### src/hdl/rk4tb_pkg.sv
// Shared constants, unit request/response types and saturation helper for the RK4 propagator.
package rk4tb_pkg;

	localparam int FRAC_BITS = 16;
	localparam int MAX_STEPS = 64;
	localparam int MUL_STEPS = 32;
	localparam int DIV_STEPS = 64;
	localparam int SQRT_STEPS = 32;
	localparam int SIXTH_DIV = 6;

	localparam logic [1:0] REG_SUN_X = 2'd0;
	localparam logic [1:0] REG_SUN_Y = 2'd1;
	localparam logic [1:0] REG_GRAVITY = 2'd2;

	typedef struct packed {
		logic        start;
		logic [63:0] a;
		logic [31:0] b;
	} mul_req_t;

	typedef struct packed {
		logic        done;
		logic [95:0] p;
	} mul_rsp_t;

	typedef struct packed {
		logic        start;
		logic [63:0] nhi;
		logic [63:0] nlo;
		logic [63:0] d;
	} div_req_t;

	typedef struct packed {
		logic        done;
		logic [63:0] q;
	} div_rsp_t;

	typedef struct packed {
		logic        start;
		logic [63:0] v;
	} sqrt_req_t;

	typedef struct packed {
		logic        done;
		logic [31:0] r;
	} sqrt_rsp_t;

	function automatic logic signed [31:0] sat32(input logic signed [49:0] v);
		if (v > 50'sd2147483647) begin
			return 32'sh7fffffff;
		end else if (v < -50'sd2147483648) begin
			return 32'sh80000000;
		end else begin
			return v[31:0];
		end
	endfunction

endpackage

### src/hdl/rk4tb_mul.sv
// Shift-add multiplier, 64 x 32 bits to 96 bits, one multiplier bit per cycle.
module rk4tb_mul import rk4tb_pkg::*; (
	input  logic     clk,
	input  logic     arst_n,
	input  mul_req_t req,
	output mul_rsp_t rsp
);

	localparam int CW = $clog2(MUL_STEPS);

	logic          busy_q;
	logic          done_q;
	logic [CW-1:0] cnt_q;
	logic [95:0]   acc_q;
	logic [95:0]   a_q;
	logic [31:0]   b_q;

	always_ff @(posedge clk or negedge arst_n) begin
		if (!arst_n) begin
			busy_q <= 1'b0;
			done_q <= 1'b0;
			cnt_q <= '0;
		end else begin
			done_q <= 1'b0;
			if (req.start) begin
				busy_q <= 1'b1;
				cnt_q <= '0;
			end else if (busy_q) begin
				cnt_q <= cnt_q + 1'b1;
				if (cnt_q == CW'(MUL_STEPS - 1)) begin
					busy_q <= 1'b0;
					done_q <= 1'b1;
				end
			end
		end
	end

	always_ff @(posedge clk) begin
		if (req.start) begin
			acc_q <= '0;
			a_q <= 96'(req.a);
			b_q <= req.b;
		end else if (busy_q) begin
			if (b_q[0]) begin
				acc_q <= acc_q + a_q;
			end
			a_q <= a_q << 1;
			b_q <= b_q >> 1;
		end
	end

	assign rsp.done = done_q;
	assign rsp.p = acc_q;

endmodule

### src/hdl/rk4tb_div.sv
// Restoring divider, 128 / 64 bits to a 64-bit quotient, saturated to all ones on overflow.
module rk4tb_div import rk4tb_pkg::*; (
	input  logic     clk,
	input  logic     arst_n,
	input  div_req_t req,
	output div_rsp_t rsp
);

	localparam int CW = $clog2(DIV_STEPS);

	logic          busy_q;
	logic          done_q;
	logic [CW-1:0] cnt_q;
	logic [63:0]   rem_q;
	logic [63:0]   lo_q;
	logic [63:0]   q_q;
	logic [63:0]   d_q;
	logic          ovf;
	logic [64:0]   sh;
	logic          ge;
	logic [63:0]   rem_next;

	assign ovf = req.nhi >= req.d;

	always_comb begin
		sh = {rem_q, lo_q[63]};
		ge = sh[64] | (sh[63:0] >= d_q);
		rem_next = ge ? (sh[63:0] - d_q) : sh[63:0];
	end

	always_ff @(posedge clk or negedge arst_n) begin
		if (!arst_n) begin
			busy_q <= 1'b0;
			done_q <= 1'b0;
			cnt_q <= '0;
		end else begin
			done_q <= 1'b0;
			if (req.start) begin
				cnt_q <= '0;
				if (ovf) begin
					done_q <= 1'b1;
				end else begin
					busy_q <= 1'b1;
				end
			end else if (busy_q) begin
				cnt_q <= cnt_q + 1'b1;
				if (cnt_q == CW'(DIV_STEPS - 1)) begin
					busy_q <= 1'b0;
					done_q <= 1'b1;
				end
			end
		end
	end

	always_ff @(posedge clk) begin
		if (req.start) begin
			rem_q <= req.nhi;
			lo_q <= req.nlo;
			d_q <= req.d;
			q_q <= ovf ? '1 : '0;
		end else if (busy_q) begin
			rem_q <= rem_next;
			lo_q <= lo_q << 1;
			q_q <= {q_q[62:0], ge};
		end
	end

	assign rsp.done = done_q;
	assign rsp.q = q_q;

endmodule

### src/hdl/rk4tb_sqrt.sv
// Integer square root of a 64-bit value, one result bit per cycle.
module rk4tb_sqrt import rk4tb_pkg::*; (
	input  logic      clk,
	input  logic      arst_n,
	input  sqrt_req_t req,
	output sqrt_rsp_t rsp
);

	localparam int CW = $clog2(SQRT_STEPS);

	logic          busy_q;
	logic          done_q;
	logic [CW-1:0] cnt_q;
	logic [63:0]   v_q;
	logic [63:0]   res_q;
	logic [63:0]   bit_q;
	logic [63:0]   trial;

	assign trial = res_q + bit_q;

	always_ff @(posedge clk or negedge arst_n) begin
		if (!arst_n) begin
			busy_q <= 1'b0;
			done_q <= 1'b0;
			cnt_q <= '0;
		end else begin
			done_q <= 1'b0;
			if (req.start) begin
				busy_q <= 1'b1;
				cnt_q <= '0;
			end else if (busy_q) begin
				cnt_q <= cnt_q + 1'b1;
				if (cnt_q == CW'(SQRT_STEPS - 1)) begin
					busy_q <= 1'b0;
					done_q <= 1'b1;
				end
			end
		end
	end

	// leading steps with bit above v leave res at zero, so no start search is needed
	always_ff @(posedge clk) begin
		if (req.start) begin
			v_q <= req.v;
			res_q <= '0;
			bit_q <= 64'd1 << 62;
		end else if (busy_q) begin
			if (v_q >= trial) begin
				v_q <= v_q - trial;
				res_q <= (res_q >> 1) + bit_q;
			end else begin
				res_q <= res_q >> 1;
			end
			bit_q <= bit_q >> 2;
		end
	end

	assign rsp.done = done_q;
	assign rsp.r = res_q[31:0];

endmodule

### src/hdl/rk4_two_body_propagator.sv
// Top level: RK4 step sequencer driving the shared multiplier, divider and square root units.
//
// One transaction at start (with busy low) runs step_count RK4 steps (0 acts as 1, above 64 as
// 64) and puts one position per step on pos_x/pos_y for a single cycle with valid high; the
// receiver cannot stall and must take each result as it appears. busy stays high from the
// accepted transaction until the cycle in which the last result is shown. Setup is two passes
// of the divider, then each step is four acceleration evaluations (four multiplies, three
// divides and one square root each) plus sixteen scaled adds, all run one after another
// through the single bit-serial multiplier and divider. Configuration writes on wr_en take
// effect at once and belong only between transactions.
module rk4_two_body_propagator import rk4tb_pkg::*; (
	input  logic               clk,
	input  logic               arst_n,
	input  logic               wr_en,
	input  logic [1:0]         wr_index,
	input  logic [47:0]        wr_data,
	input  logic               start,
	output logic               busy,
	input  logic signed [31:0] start_x,
	input  logic signed [31:0] start_y,
	input  logic signed [31:0] start_vx,
	input  logic signed [31:0] start_vy,
	input  logic [31:0]        flight_time,
	input  logic [6:0]         step_count,
	output logic               valid,
	output logic signed [31:0] pos_x,
	output logic signed [31:0] pos_y,
	output logic [5:0]         step_index,
	output logic               last
);

	localparam logic [3:0] S_IDLE     = 4'd0;
	localparam logic [3:0] S_DT_W     = 4'd1;
	localparam logic [3:0] S_SIX_W    = 4'd2;
	localparam logic [3:0] S_AC_START = 4'd3;
	localparam logic [3:0] S_AC_SQX   = 4'd4;
	localparam logic [3:0] S_AC_SQY   = 4'd5;
	localparam logic [3:0] S_AC_SQRT  = 4'd6;
	localparam logic [3:0] S_AC_G     = 4'd7;
	localparam logic [3:0] S_AC_MX    = 4'd8;
	localparam logic [3:0] S_AC_DX    = 4'd9;
	localparam logic [3:0] S_AC_MY    = 4'd10;
	localparam logic [3:0] S_AC_DY    = 4'd11;
	localparam logic [3:0] S_UPD      = 4'd12;
	localparam logic [3:0] S_SC_ISSUE = 4'd13;
	localparam logic [3:0] S_SC_W     = 4'd14;
	localparam logic [3:0] S_EMIT     = 4'd15;

	logic [3:0] state_q;
	logic [1:0] k_q;
	logic [1:0] j_q;
	logic [5:0] i_q;
	logic       valid_q;

	logic signed [31:0] sun_x_q, sun_y_q;
	logic [47:0]        mu_q;

	logic signed [31:0] px_q, py_q, vx_q, vy_q;
	logic signed [31:0] ex_q, ey_q, eu_q, ew_q;
	logic signed [31:0] ax_q, ay_q;
	logic signed [35:0] sx_q, sy_q, svx_q, svy_q;
	logic [31:0]        dt_q, half_q, sixth_q;
	logic [6:0]         n_q;
	logic [31:0]        mx_q, my_q;
	logic               dxn_q, dyn_q;
	logic [63:0]        r2_q;
	logic [31:0]        r_q;
	logic [63:0]        g_q;

	logic signed [31:0] pos_x_q, pos_y_q;
	logic [5:0]         step_index_q;
	logic               last_q;

	mul_req_t  mul_req;
	mul_rsp_t  mul_rsp;
	div_req_t  div_req;
	div_rsp_t  div_rsp;
	sqrt_req_t sqrt_req;
	sqrt_rsp_t sqrt_rsp;

	logic               accept;
	logic [6:0]         n_sat;
	logic signed [32:0] dx_w, dy_w;
	logic signed [31:0] dx_s, dy_s;
	logic [31:0]        dx_m, dy_m;
	logic [63:0]        r2n;
	logic [127:0]       num_w;
	logic               last_w;
	logic signed [35:0] sc_v;
	logic signed [31:0] sc_base;
	logic [31:0]        sc_t;
	logic               sc_neg;
	logic [35:0]        sc_mag;
	logic [47:0]        sc_m;
	logic signed [49:0] sc_sum;
	logic signed [31:0] sc_res;
	logic               wt2;
	logic signed [35:0] eu36, ew36, ax36, ay36;

	function automatic logic signed [31:0] accel_comp(input logic [63:0] q, input logic neg);
		logic [31:0] m;
		m = (q > 64'h7fffffff) ? 32'h7fffffff : q[31:0];
		return neg ? -$signed(m) : $signed(m);
	endfunction

	rk4tb_mul u_mul (.clk(clk), .arst_n(arst_n), .req(mul_req), .rsp(mul_rsp));
	rk4tb_div u_div (.clk(clk), .arst_n(arst_n), .req(div_req), .rsp(div_rsp));
	rk4tb_sqrt u_sqrt (.clk(clk), .arst_n(arst_n), .req(sqrt_req), .rsp(sqrt_rsp));

	assign busy = state_q != S_IDLE;
	assign accept = start && !busy;

	always_comb begin
		if (step_count == 7'd0) begin
			n_sat = 7'd1;
		end else if (step_count > 7'(MAX_STEPS)) begin
			n_sat = 7'(MAX_STEPS);
		end else begin
			n_sat = step_count;
		end
	end

	always_comb begin
		dx_w = {sun_x_q[31], sun_x_q} - {ex_q[31], ex_q};
		dy_w = {sun_y_q[31], sun_y_q} - {ey_q[31], ey_q};
		dx_s = sat32(50'(dx_w));
		dy_s = sat32(50'(dy_w));
		dx_m = dx_s[31] ? 32'(-dx_s) : 32'(dx_s);
		dy_m = dy_s[31] ? 32'(-dy_s) : 32'(dy_s);
	end

	assign r2n = r2_q + mul_rsp.p[63:0];
	assign num_w = 128'(mu_q) << (2 * FRAC_BITS);
	assign last_w = (7'(i_q) + 7'd1) == n_q;

	// scaled add: base + v * t, truncated toward zero, saturated
	always_comb begin
		if (k_q == 2'd3) begin
			case (j_q)
				2'd0: sc_v = sx_q;
				2'd1: sc_v = sy_q;
				2'd2: sc_v = svx_q;
				default: sc_v = svy_q;
			endcase
		end else begin
			case (j_q)
				2'd0: sc_v = 36'(eu_q);
				2'd1: sc_v = 36'(ew_q);
				2'd2: sc_v = 36'(ax_q);
				default: sc_v = 36'(ay_q);
			endcase
		end
		case (j_q)
			2'd0: sc_base = px_q;
			2'd1: sc_base = py_q;
			2'd2: sc_base = vx_q;
			default: sc_base = vy_q;
		endcase
		case (k_q)
			2'd3: sc_t = sixth_q;
			2'd2: sc_t = dt_q;
			default: sc_t = half_q;
		endcase
		sc_neg = sc_v[35];
		sc_mag = sc_neg ? 36'(-sc_v) : 36'(sc_v);
		sc_m = mul_rsp.p[FRAC_BITS+47:FRAC_BITS];
		sc_sum = 50'(sc_base) + (sc_neg ? -$signed({2'b00, sc_m}) : $signed({2'b00, sc_m}));
		sc_res = sat32(sc_sum);
	end

	always_comb begin
		wt2 = (k_q == 2'd1) || (k_q == 2'd2);
		eu36 = 36'(eu_q);
		ew36 = 36'(ew_q);
		ax36 = 36'(ax_q);
		ay36 = 36'(ay_q);
	end

	// unit requests
	always_comb begin
		mul_req = '0;
		div_req = '0;
		sqrt_req = '0;
		case (state_q)
			S_IDLE: begin
				if (accept) begin
					div_req.start = 1'b1;
					div_req.nlo = 64'(flight_time);
					div_req.d = 64'(n_sat);
				end
			end
			S_DT_W: begin
				if (div_rsp.done) begin
					div_req.start = 1'b1;
					div_req.nlo = 64'(div_rsp.q[31:0]);
					div_req.d = 64'(SIXTH_DIV);
				end
			end
			S_AC_START: begin
				mul_req.start = 1'b1;
				mul_req.a = 64'(dx_m);
				mul_req.b = dx_m;
			end
			S_AC_SQX: begin
				if (mul_rsp.done) begin
					mul_req.start = 1'b1;
					mul_req.a = 64'(my_q);
					mul_req.b = my_q;
				end
			end
			S_AC_SQY: begin
				if (mul_rsp.done && r2n != 64'd0) begin
					sqrt_req.start = 1'b1;
					sqrt_req.v = r2n;
				end
			end
			S_AC_SQRT: begin
				if (sqrt_rsp.done) begin
					div_req.start = 1'b1;
					div_req.nhi = num_w[127:64];
					div_req.nlo = num_w[63:0];
					div_req.d = r2_q;
				end
			end
			S_AC_G: begin
				if (div_rsp.done) begin
					mul_req.start = 1'b1;
					mul_req.a = div_rsp.q;
					mul_req.b = mx_q;
				end
			end
			S_AC_MX, S_AC_MY: begin
				if (mul_rsp.done) begin
					div_req.start = 1'b1;
					div_req.nhi = 64'(mul_rsp.p[95:64]);
					div_req.nlo = mul_rsp.p[63:0];
					div_req.d = 64'(r_q);
				end
			end
			S_AC_DX: begin
				if (div_rsp.done) begin
					mul_req.start = 1'b1;
					mul_req.a = g_q;
					mul_req.b = my_q;
				end
			end
			S_SC_ISSUE: begin
				mul_req.start = 1'b1;
				mul_req.a = 64'(sc_mag);
				mul_req.b = sc_t;
			end
			default: begin
			end
		endcase
	end

	// sequencer and configuration
	always_ff @(posedge clk or negedge arst_n) begin
		if (!arst_n) begin
			state_q <= S_IDLE;
			k_q <= '0;
			j_q <= '0;
			i_q <= '0;
			valid_q <= 1'b0;
			sun_x_q <= '0;
			sun_y_q <= '0;
			mu_q <= 48'd1 << FRAC_BITS;
		end else begin
			valid_q <= 1'b0;
			if (wr_en) begin
				case (wr_index)
					REG_SUN_X: sun_x_q <= wr_data[31:0];
					REG_SUN_Y: sun_y_q <= wr_data[31:0];
					REG_GRAVITY: mu_q <= wr_data;
					default: begin
					end
				endcase
			end
			case (state_q)
				S_IDLE: begin
					if (accept) begin
						i_q <= '0;
						state_q <= S_DT_W;
					end
				end
				S_DT_W: if (div_rsp.done) state_q <= S_SIX_W;
				S_SIX_W: begin
					if (div_rsp.done) begin
						k_q <= '0;
						state_q <= S_AC_START;
					end
				end
				S_AC_START: state_q <= S_AC_SQX;
				S_AC_SQX: if (mul_rsp.done) state_q <= S_AC_SQY;
				S_AC_SQY: begin
					if (mul_rsp.done) begin
						state_q <= (r2n == 64'd0) ? S_UPD : S_AC_SQRT;
					end
				end
				S_AC_SQRT: if (sqrt_rsp.done) state_q <= S_AC_G;
				S_AC_G: if (div_rsp.done) state_q <= S_AC_MX;
				S_AC_MX: if (mul_rsp.done) state_q <= S_AC_DX;
				S_AC_DX: if (div_rsp.done) state_q <= S_AC_MY;
				S_AC_MY: if (mul_rsp.done) state_q <= S_AC_DY;
				S_AC_DY: if (div_rsp.done) state_q <= S_UPD;
				S_UPD: begin
					j_q <= '0;
					state_q <= S_SC_ISSUE;
				end
				S_SC_ISSUE: state_q <= S_SC_W;
				S_SC_W: begin
					if (mul_rsp.done) begin
						if (j_q == 2'd3) begin
							if (k_q == 2'd3) begin
								state_q <= S_EMIT;
							end else begin
								k_q <= k_q + 2'd1;
								state_q <= S_AC_START;
							end
						end else begin
							j_q <= j_q + 2'd1;
							state_q <= S_SC_ISSUE;
						end
					end
				end
				S_EMIT: begin
					valid_q <= 1'b1;
					if (last_w) begin
						state_q <= S_IDLE;
					end else begin
						i_q <= i_q + 6'd1;
						k_q <= '0;
						state_q <= S_AC_START;
					end
				end
				default: state_q <= S_IDLE;
			endcase
		end
	end

	// datapath registers
	always_ff @(posedge clk) begin
		case (state_q)
			S_IDLE: begin
				if (accept) begin
					px_q <= start_x;
					py_q <= start_y;
					vx_q <= start_vx;
					vy_q <= start_vy;
					n_q <= n_sat;
				end
			end
			S_DT_W: begin
				if (div_rsp.done) begin
					dt_q <= div_rsp.q[31:0];
					half_q <= {1'b0, div_rsp.q[31:1]};
				end
			end
			S_SIX_W: begin
				if (div_rsp.done) begin
					sixth_q <= div_rsp.q[31:0];
					ex_q <= px_q;
					ey_q <= py_q;
					eu_q <= vx_q;
					ew_q <= vy_q;
				end
			end
			S_AC_START: begin
				mx_q <= dx_m;
				my_q <= dy_m;
				dxn_q <= dx_s[31];
				dyn_q <= dy_s[31];
			end
			S_AC_SQX: if (mul_rsp.done) r2_q <= mul_rsp.p[63:0];
			S_AC_SQY: begin
				if (mul_rsp.done) begin
					r2_q <= r2n;
					if (r2n == 64'd0) begin
						ax_q <= '0;
						ay_q <= '0;
					end
				end
			end
			S_AC_SQRT: if (sqrt_rsp.done) r_q <= sqrt_rsp.r;
			S_AC_G: if (div_rsp.done) g_q <= div_rsp.q;
			S_AC_DX: if (div_rsp.done) ax_q <= accel_comp(div_rsp.q, dxn_q);
			S_AC_DY: if (div_rsp.done) ay_q <= accel_comp(div_rsp.q, dyn_q);
			S_UPD: begin
				// k1 + 2 k2 + 2 k3 + k4, kept wide
				if (k_q == 2'd0) begin
					sx_q <= eu36;
					sy_q <= ew36;
					svx_q <= ax36;
					svy_q <= ay36;
				end else begin
					sx_q <= sx_q + (wt2 ? (eu36 <<< 1) : eu36);
					sy_q <= sy_q + (wt2 ? (ew36 <<< 1) : ew36);
					svx_q <= svx_q + (wt2 ? (ax36 <<< 1) : ax36);
					svy_q <= svy_q + (wt2 ? (ay36 <<< 1) : ay36);
				end
			end
			S_SC_W: begin
				if (mul_rsp.done) begin
					if (k_q == 2'd3) begin
						case (j_q)
							2'd0: px_q <= sc_res;
							2'd1: py_q <= sc_res;
							2'd2: vx_q <= sc_res;
							default: vy_q <= sc_res;
						endcase
					end else begin
						case (j_q)
							2'd0: ex_q <= sc_res;
							2'd1: ey_q <= sc_res;
							2'd2: eu_q <= sc_res;
							default: ew_q <= sc_res;
						endcase
					end
				end
			end
			S_EMIT: begin
				pos_x_q <= px_q;
				pos_y_q <= py_q;
				step_index_q <= i_q;
				last_q <= last_w;
				ex_q <= px_q;
				ey_q <= py_q;
				eu_q <= vx_q;
				ew_q <= vy_q;
			end
			default: begin
			end
		endcase
	end

	assign valid = valid_q;
	assign pos_x = pos_x_q;
	assign pos_y = pos_y_q;
	assign step_index = step_index_q;
	assign last = last_q;

	a_valid_from_run: assert property (@(posedge clk) disable iff (!arst_n)
		valid |-> $past(busy))
		else $error("result strobe without a running transaction");

	a_accept_busy: assert property (@(posedge clk) disable iff (!arst_n)
		accept |=> busy)
		else $error("busy not raised after accepted transaction");

	a_last_frees: assert property (@(posedge clk) disable iff (!arst_n)
		(valid && last) |-> !busy)
		else $error("still busy after final result");

	a_step_order: assert property (@(posedge clk) disable iff (!arst_n)
		(valid && !last) |=> !valid)
		else $error("back-to-back results within one run");

endmodule
### config.mk
export PLATFORM = sky130hd
export DESIGN_NAME = rk4_two_body_propagator
export DESIGN_NICKNAME = d
export VERILOG_FILES = /design/src/hdl/rk4tb_pkg.sv /design/src/hdl/rk4tb_mul.sv /design/src/hdl/rk4tb_div.sv /design/src/hdl/rk4tb_sqrt.sv /design/src/hdl/rk4_two_body_propagator.sv
export SDC_FILE = /design/constraint.sdc
export NUM_CORES = 2
export LEC_CHECK = 0
export BUFFER_PORTS_ARGS = -buffer_cell sky130_fd_sc_hd__buf_2
export CAP_MARGIN = 15
export CORE_ASPECT_RATIO = 1.2
export CORE_UTILIZATION = 50
export DETAILED_ROUTE_END_ITERATION = 10
export PLACE_DENSITY_LB_ADDON = 0.12
export SLEW_MARGIN = 25
export SYNTH_ARGS = -nofsm -noshare
export SYNTH_HDL_FRONTEND = slang
export SYNTH_SLANG_ARGS = --single-unit
### constraint.sdc
create_clock -name clk -period 14.6 [get_ports clk]
set_clock_uncertainty 0.2 [all_clocks]
set_input_delay 2.92 -clock clk [delete_from_list [all_inputs] [get_ports clk]]
set_output_delay 2.92 -clock clk [all_outputs]
set_load 0.005 [all_outputs]
After elaboration in Yosys (flattened, before gate mapping)
Index checks and enable logic that the tools add are counted.
{"block": "op_classes", "addsub": 25, "order_cmp": 11, "n_eq_ne": 50, "mux": 160, "bitwise": 1, "n_reduce_logical": 50}
{"op": "2-to-1 mux 32 bit", "count": 48}
{"op": "2-to-1 mux 64 bit", "count": 16}
{"op": "one-hot mux 128 bit (4 select lines)", "count": 1}
{"op": "one-hot mux 97 bit (5 select lines)", "count": 1}
{"op": "one-hot mux 32 bit (3 select lines)", "count": 5}
{"op": "one-hot mux 32 bit (2 select lines)", "count": 7}
{"op": "2-to-1 mux 193 bit", "count": 2}
{"op": "2-to-1 mux 97 bit", "count": 3}
{"op": "one-hot mux 64 bit (2 select lines)", "count": 2}
{"op": "2-to-1 mux 36 bit", "count": 6}
{"op": "one-hot mux 36 bit (3 select lines)", "count": 2}
{"op": "greater-or-equal comparator 64 bit", "count": 3}
{"op": "2-to-1 mux 96 bit", "count": 2}
{"op": "adder 36 x 33 -> 36 bit", "count": 4}
{"op": "2-to-1 mux 65 bit", "count": 2}
{"op": "subtractor 64 bit", "count": 2}
{"op": "adder 96 bit", "count": 1}
{"op": "negator 32 bit", "count": 3}
{"op": "greater-than comparator 33 x 32 -> 1 bit (second input constant)", "count": 2}
{"op": "< comparator 33 x 32 -> 1 bit (second input constant)", "count": 2}
{"op": "subtractor 32 x 32 -> 33 bit", "count": 2}
{"op": "adder 63 x 63 -> 64 bit", "count": 1}
{"op": "adder 64 x 63 -> 64 bit", "count": 1}
{"op": "adder 64 bit", "count": 1}
{"op": "other kinds (55)", "count": 178}
{"block": "totals", "ff_bits": 1652, "in_bits": 221, "out_inout_bits": 73, "elab_cells": 355}

Depth between registers and ports, before layout
{"block": "logic_depth", "depth_word": 12, "ltp_mapped": 30, "ltp_nobuf": 28}

Hierarchy
From an unflattened synthesis, not the netlist that was laid out.
{"block": "hier_totals", "cells_unflattened": 12244, "area_unflattened_um2": 113432.5}
{"mod": "rk4_two_body_propagator", "instances": 1, "cells_per_inst": 6987, "area_each_um2": 66448.7, "seq_area_each_um2": 28163.3}
{"mod": "rk4tb_div", "instances": 1, "cells_per_inst": 1576, "area_each_um2": 16313.1, "seq_area_each_um2": 7887.6}
{"mod": "rk4tb_sqrt", "instances": 1, "cells_per_inst": 2073, "area_each_um2": 16184.3, "seq_area_each_um2": 4018.9}
{"mod": "rk4tb_mul", "instances": 1, "cells_per_inst": 1608, "area_each_um2": 14486.4, "seq_area_each_um2": 5620.4}

Least setup slack after synthesis
OpenSTA, ideal clock, no wires.
{"block": "synth_timing", "kind": "register to register", "from": "register state_q[0]", "to": "register svx_q[0], enable pin", "setup_time_ns": 0.823, "arrival_time_ns": 10.599, "required_ns": 13.577, "setup_slack_ns": 2.978, "path_stages_with_launch": 4, "n_path_buf": 2, "period_less_slack_ns": 11.622, "path_cell_list": "dfrtp_1 > clkbuf_1 > buf_1 > nor3_1"}
{"block": "synth_via", "elab_chain_cells": 1}
{"item": "start: declaration", "line": "rk4_two_body_propagator.sv:49", "rtl": "logic [3:0] state_q;"}
{"item": "start signal: assignment", "line": "rk4_two_body_propagator.sv:297", "rtl": "state_q <= (r2n == 64'd0) ? S_UPD : S_AC_SQRT;"}
{"item": "equality test 4 bit", "line": "rk4_two_body_propagator.sv:343", "rtl": "case (state_q)"}
{"item": "end signal: assignment", "line": "rk4_two_body_propagator.sv:398", "rtl": "svx_q <= svx_q + (wt2 ? (ax36 <<< 1) : ax36);"}
{"item": "end: declaration", "line": "rk4_two_body_propagator.sv:61", "rtl": "logic signed [35:0] sx_q, sy_q, svx_q, svy_q;"}
No other way between the ends.
A chain may end at the register's enable or synchronous reset.

Final worst setup path
{"block": "layout_timing", "from": "register j_q[0]", "to": "register ew_q[5] (data pin)"}
{"block": "layout_via", "elab_chain_cells": 12, "word_cells_on_any_way": 17, "cone_classes": "add/sub (1); order compare (2); eq/ne (2); mux (11); reduce/logical (1)"}
{"item": "start: declaration", "line": "rk4_two_body_propagator.sv:51", "rtl": "logic [1:0] j_q;"}
{"item": "start signal: assignment", "line": "rk4_two_body_propagator.sv:321", "rtl": "j_q <= j_q + 2'd1;"}
{"item": "equality test 2 bit, or another cell as far along", "line": "rk4_two_body_propagator.sv:139, rk4_two_body_propagator.sv:146, rk4_two_body_propagator.sv:153"}
{"item": "one-hot mux 36 bit (3 select lines), on equally long branches", "line": "rk4_two_body_propagator.sv:146, rk4_two_body_propagator.sv:139"}
{"item": "2-to-1 mux 36 bit", "line": "rk4_two_body_propagator.sv:138", "rtl": "if (k_q == 2'd3) begin"}
{"item": "2-to-1 mux 50 bit", "line": "rk4_two_body_propagator.sv:167", "rtl": "sc_sum = 50'(sc_base) + (sc_neg ? -$signed({2'b00, sc_m}) : $signed({2'b00, sc_m}));"}
{"item": "adder 32 x 50 -> 50 bit (*)", "line": "rk4_two_body_propagator.sv:167"}
{"item": "< comparator 50 x 32 -> 1 bit", "line": "rk4tb_pkg.sv:51", "rtl": "end else if (v < -50'sd2147483648) begin"}
{"item": "2-to-1 mux 32 bit", "line": "rk4tb_pkg.sv:51"}
{"item": "2-to-1 mux 32 bit (*)", "line": "rk4tb_pkg.sv:49", "rtl": "if (v > 50'sd2147483647) begin"}
{"item": "2-to-1 mux 32 bit (*)", "line": "rk4_two_body_propagator.sv:412", "rtl": "case (j_q)"}
{"item": "2-to-1 mux 32 bit (*)", "line": "rk4_two_body_propagator.sv:404", "rtl": "if (k_q == 2'd3) begin"}
{"item": "2-to-1 mux 32 bit (*)", "line": "rk4_two_body_propagator.sv:403", "rtl": "if (mul_rsp.done) begin"}
{"item": "one-hot mux 32 bit (3 select lines) (*)", "line": "rk4_two_body_propagator.sv:343"}
{"item": "end signal: assignment", "line": "rk4_two_body_propagator.sv:365", "rtl": "ew_q <= vy_q;"}
{"item": "end signal: assignment", "line": "rk4_two_body_propagator.sv:416", "rtl": "default: ew_q <= sc_res;"}
{"item": "end signal: assignment", "line": "rk4_two_body_propagator.sv:429", "rtl": "ew_q <= vy_q;"}
{"item": "end: declaration", "line": "rk4_two_body_propagator.sv:59", "rtl": "logic signed [31:0] ex_q, ey_q, eu_q, ew_q;"}
Mark *: on every way between the ends. The rest lies on a longest branch, timed or not. The select of a mux whose other input is x is not followed.

==> flow_metrics.tcl <==
set metrics [dict create \
    outcome "finished, violations left" \
    violations "design-rule violations" \
    hold_viol 0 \
    grt_pass1_vias 89900 \
    synth_cells 11600 \
    report.final.slew_viol_count 0 \
    synth_ff_type "edfxtp_1" \
    cts-resized-gates 0 \
    synth_edf_count 1248 \
    drive_above_1_share_pct 10.6 \
    crit_fanout 128 \
    antenna_found_initial 37 \
    nets 12500 \
    vias 95700 \
    cts-root-buf "clkbuf_16" \
    slew_headroom_pct 13.2 \
    overflow 0 \
    worst_pin_slew_ns 1.29 \
    synth_area_um2 110000 \
    hold_class "reg -> reg" \
    ios 294 \
    drc_errors 8 \
    avgSynthCellArea_um2 9.47 \
    vias_per_cell 6.55 \
    max-cap-violations 0 \
    initial_core_util_pct 50.3 \
    synth_area_leader_cell "edfxtp_1" \
    dr.pass1.iters 11 \
    core_um2 218000 \
    yosys_warnings 0 \
    clock_latency_ns 0.90 \
    yosysSeqAreaShare_pct 41.6 \
    startpoint_type "flip-flop" \
    grt_start_max_net_pins 145 \
    dieArea_um2 221000 \
    drt_wl_total_mm 418 \
    port_buffers 293 \
    die_y_um 515 \
    fin_crit_ns 9.25 \
    grt_setup_unrepaired "false" \
    final_cell_mix "1303 x nand2_1, 1248 x edfxtp_1, 807 x nor2_1, 805 x a21oi_1, 750 x o21ai_0" \
    syn_nets 12500 \
    cts_buffers 188 \
    area_growth_pct 9.43 \
    clock_sinks 1621 \
    cts_setup_buffers 0 \
    pwr-share-clk_pct 43.8 \
    p_per_area_nw_per_um2 92.3 \
    grt_pass1_wl_mm 602 \
    cts_tree "yes" \
    final_common_cell "nand2_1" \
    p_int_mw 8.16 \
    dp_hpwl_mm 316 \
    ir_drop_mv 0.126 \
    p_comb_share_pct 10.7 \
    path_clk_slew_ns 0.06 \
    row_count 188 \
    netlist.area_leader.share_pct 34.2 \
    die_w_um 430 \
    wl_per_cell_um 28.6 \
    leakage_nw 48.0 \
    ff_latch_area_um2 45700 \
    synth_cell_types 114 \
    switchingPower_mw 2.92 \
    async_flop_share_pct 9.19 \
    pwr-share-seq_pct 45.5 \
    cts-hold-fix-buffers 0 \
    utilization_pct 55.0 \
    finalPower_mw 11.1 \
    r2r_slack_ns 5.35 \
    htree_levels 4 \
    worstSetupEndpointType "flip-flop" \
    fmax_mhz 108 \
    clock_tree.buffer_depth 4 \
    critPathArrivalTime_ns 9.59 \
    multiInputGateArea_um2 59800 \
    cp_data_required_time_ns 14.94 \
    path_class "reg -> reg" \
    drt_iter0_markers 12200 \
    finalNonFillerCells 14600 \
    gp_congestion 0.985 \
    finalSetupViolations 0 \
    tns_ns 0 \
    ant_nets 0 \
    final.setup.worst_slack_ns 5.35 \
    design_area_um2 120000 \
    grtUsageTotal_pct 36.4 \
    ys_top_cells_by_area "edfxtp_1 34%, ha_1 7.5%, nand2_1 4.5%" \
    holdWs_ns 0.276 \
    placed_cells 14300 \
    period_share_pct 63.3 \
    ys_seq_elements 1621 \
    p_sw_share_pct 26.3 \
    place_ws_ns 5.59 \
    dpl_cell_area_um2 114000 \
    fillers 19600 \
]
flip-flops by register name (all words and copies together) (netlist names), 36 cells and up:
register	cells
u_mul.a_q	96
u_mul.acc_q	96
g_q	64
r2_q	64
u_div.d_q	64
u_div.lo_q	64
u_div.q_q	64
u_div.rem_q	64
u_sqrt.res_q	64
u_sqrt.v_q	64
mu_q	48
svx_q	36
svy_q	36
sx_q	36
sy_q	36
synth_stat cells (all sizes together) (25+ instances only):
library cell	n
nor4	69
o31ai	71
xor2	274
nor2	822
or3	106
clkbuf	529
nor3	183
mux2i	253
a221oi	67
and2	96
nand3	203
ha	655
a21oi	809
a211o	35
o21ai	768
a211oi	122
buf	122
dfxtp	224
dfrtp	148
a31o	27
a31oi	161
or2	38
mux2	236
o21bai	142
inv	528
o211ai	46
o21a	98
nand2	1310
nor2b	94
nand4	345
nand3b	42
and3	85
o22ai	29
a222oi	217
a2111oi	25
xnor2	414
edfxtp	1248
a22oi	83
a21o	364
nand2b	97
o2111ai	48
worst max-delay path: stages (launching register included):
cell and delay (ns):
dfrtp_1 0.43, ha_1 0.31, inv_4 0.42, buf_4 0.47
mux2i_1 0.23, nor2_1 0.13, a21oi_4 0.13, buf_4 0.49
o21ai_0 0.22, xnor2_1 0.19, ha_1 0.37, and3_1 0.24
and4_1 0.23, a221oi_2 0.32, nand3_1 0.19, a31oi_2 0.49
o211a_2 0.36, xnor2_1 0.11, nor4_1 0.31, nand4b_1 0.18
nor4_1 0.45, o2111ai_1 0.27, o31ai_4 0.23, buf_6 0.66
buf_6 0.77, o2111ai_1 0.25
power by group through the flow:
| stage | logic, mW | registers, mW | clock network [mW] |
|---|---|---|---|
| floorplan | 0.662 | 5.12 | 0 |
| global placement | 1.13 | 5.14 | 0 |
| detailed placement | 1.14 | 5.14 | 0 |
| CTS | 1.15 | 5.05 | 4.91 |
| global route | 1.24 | 5.05 | 5.05 |
| finish | 1.19 | 5.05 | 4.85 |
logic make-up (layout without fill, tap and decap cells):
family	Yosys count	count (layout)	share of synthesized area (%)
muxes	508	508	5.12
and+or+nand+nor	3594	3594	15.6
buffers and inverters	1182	1345	4.24
DFF	1621	1621	41.6
AOI/OAI and AO/OA	3320	3320	20.2
other	0	11	0
adders and majority gates	669	669	7.70
xor gates and xnor gates	688	688	5.49
cell type report:
cell class              instances  share of cell area (%)
repair buffers                476                    2.41
well taps                    2850                    2.97
inverters                     531                    1.67
multi-input cells            8779                    49.8
clock buffers                 256                    4.40
flip-flops and latches       1621                    38.1
clock inverters                82                   0.698
diodes                         11                  0.0229
final timing paths:
check | cells past startpoint | to | from
worst max register to register | 25 | ew_q[5] | j_q[0]
worst min-delay path | 2 | u_mul.acc_q[68] | u_mul.acc_q[68]
worst min register to register | 2 | u_mul.acc_q[68] | u_mul.acc_q[68]
min in group asynchronous | 1 | mu_q[29] | arst_n
worst max-delay path | 25 | ew_q[5] | j_q[0]
max in group asynchronous | 2 | sun_x_q[0] | arst_n
per-layer routing:
metal  routed length [um]  vias to the layer above  part of all wire (%)  global-route usage (%)
met4                22100                       16                   5.3                    16.9
met3                39100                      864                   9.4                    7.17
met2               186000                     4482                    44                    56.5
met1               171000                    46900                    41                    48.9
met5                  115                        -                 0.028                       0
li1                     -                    43400                     -                       -
No activity file was read; power rests on OpenSTA's default activity.
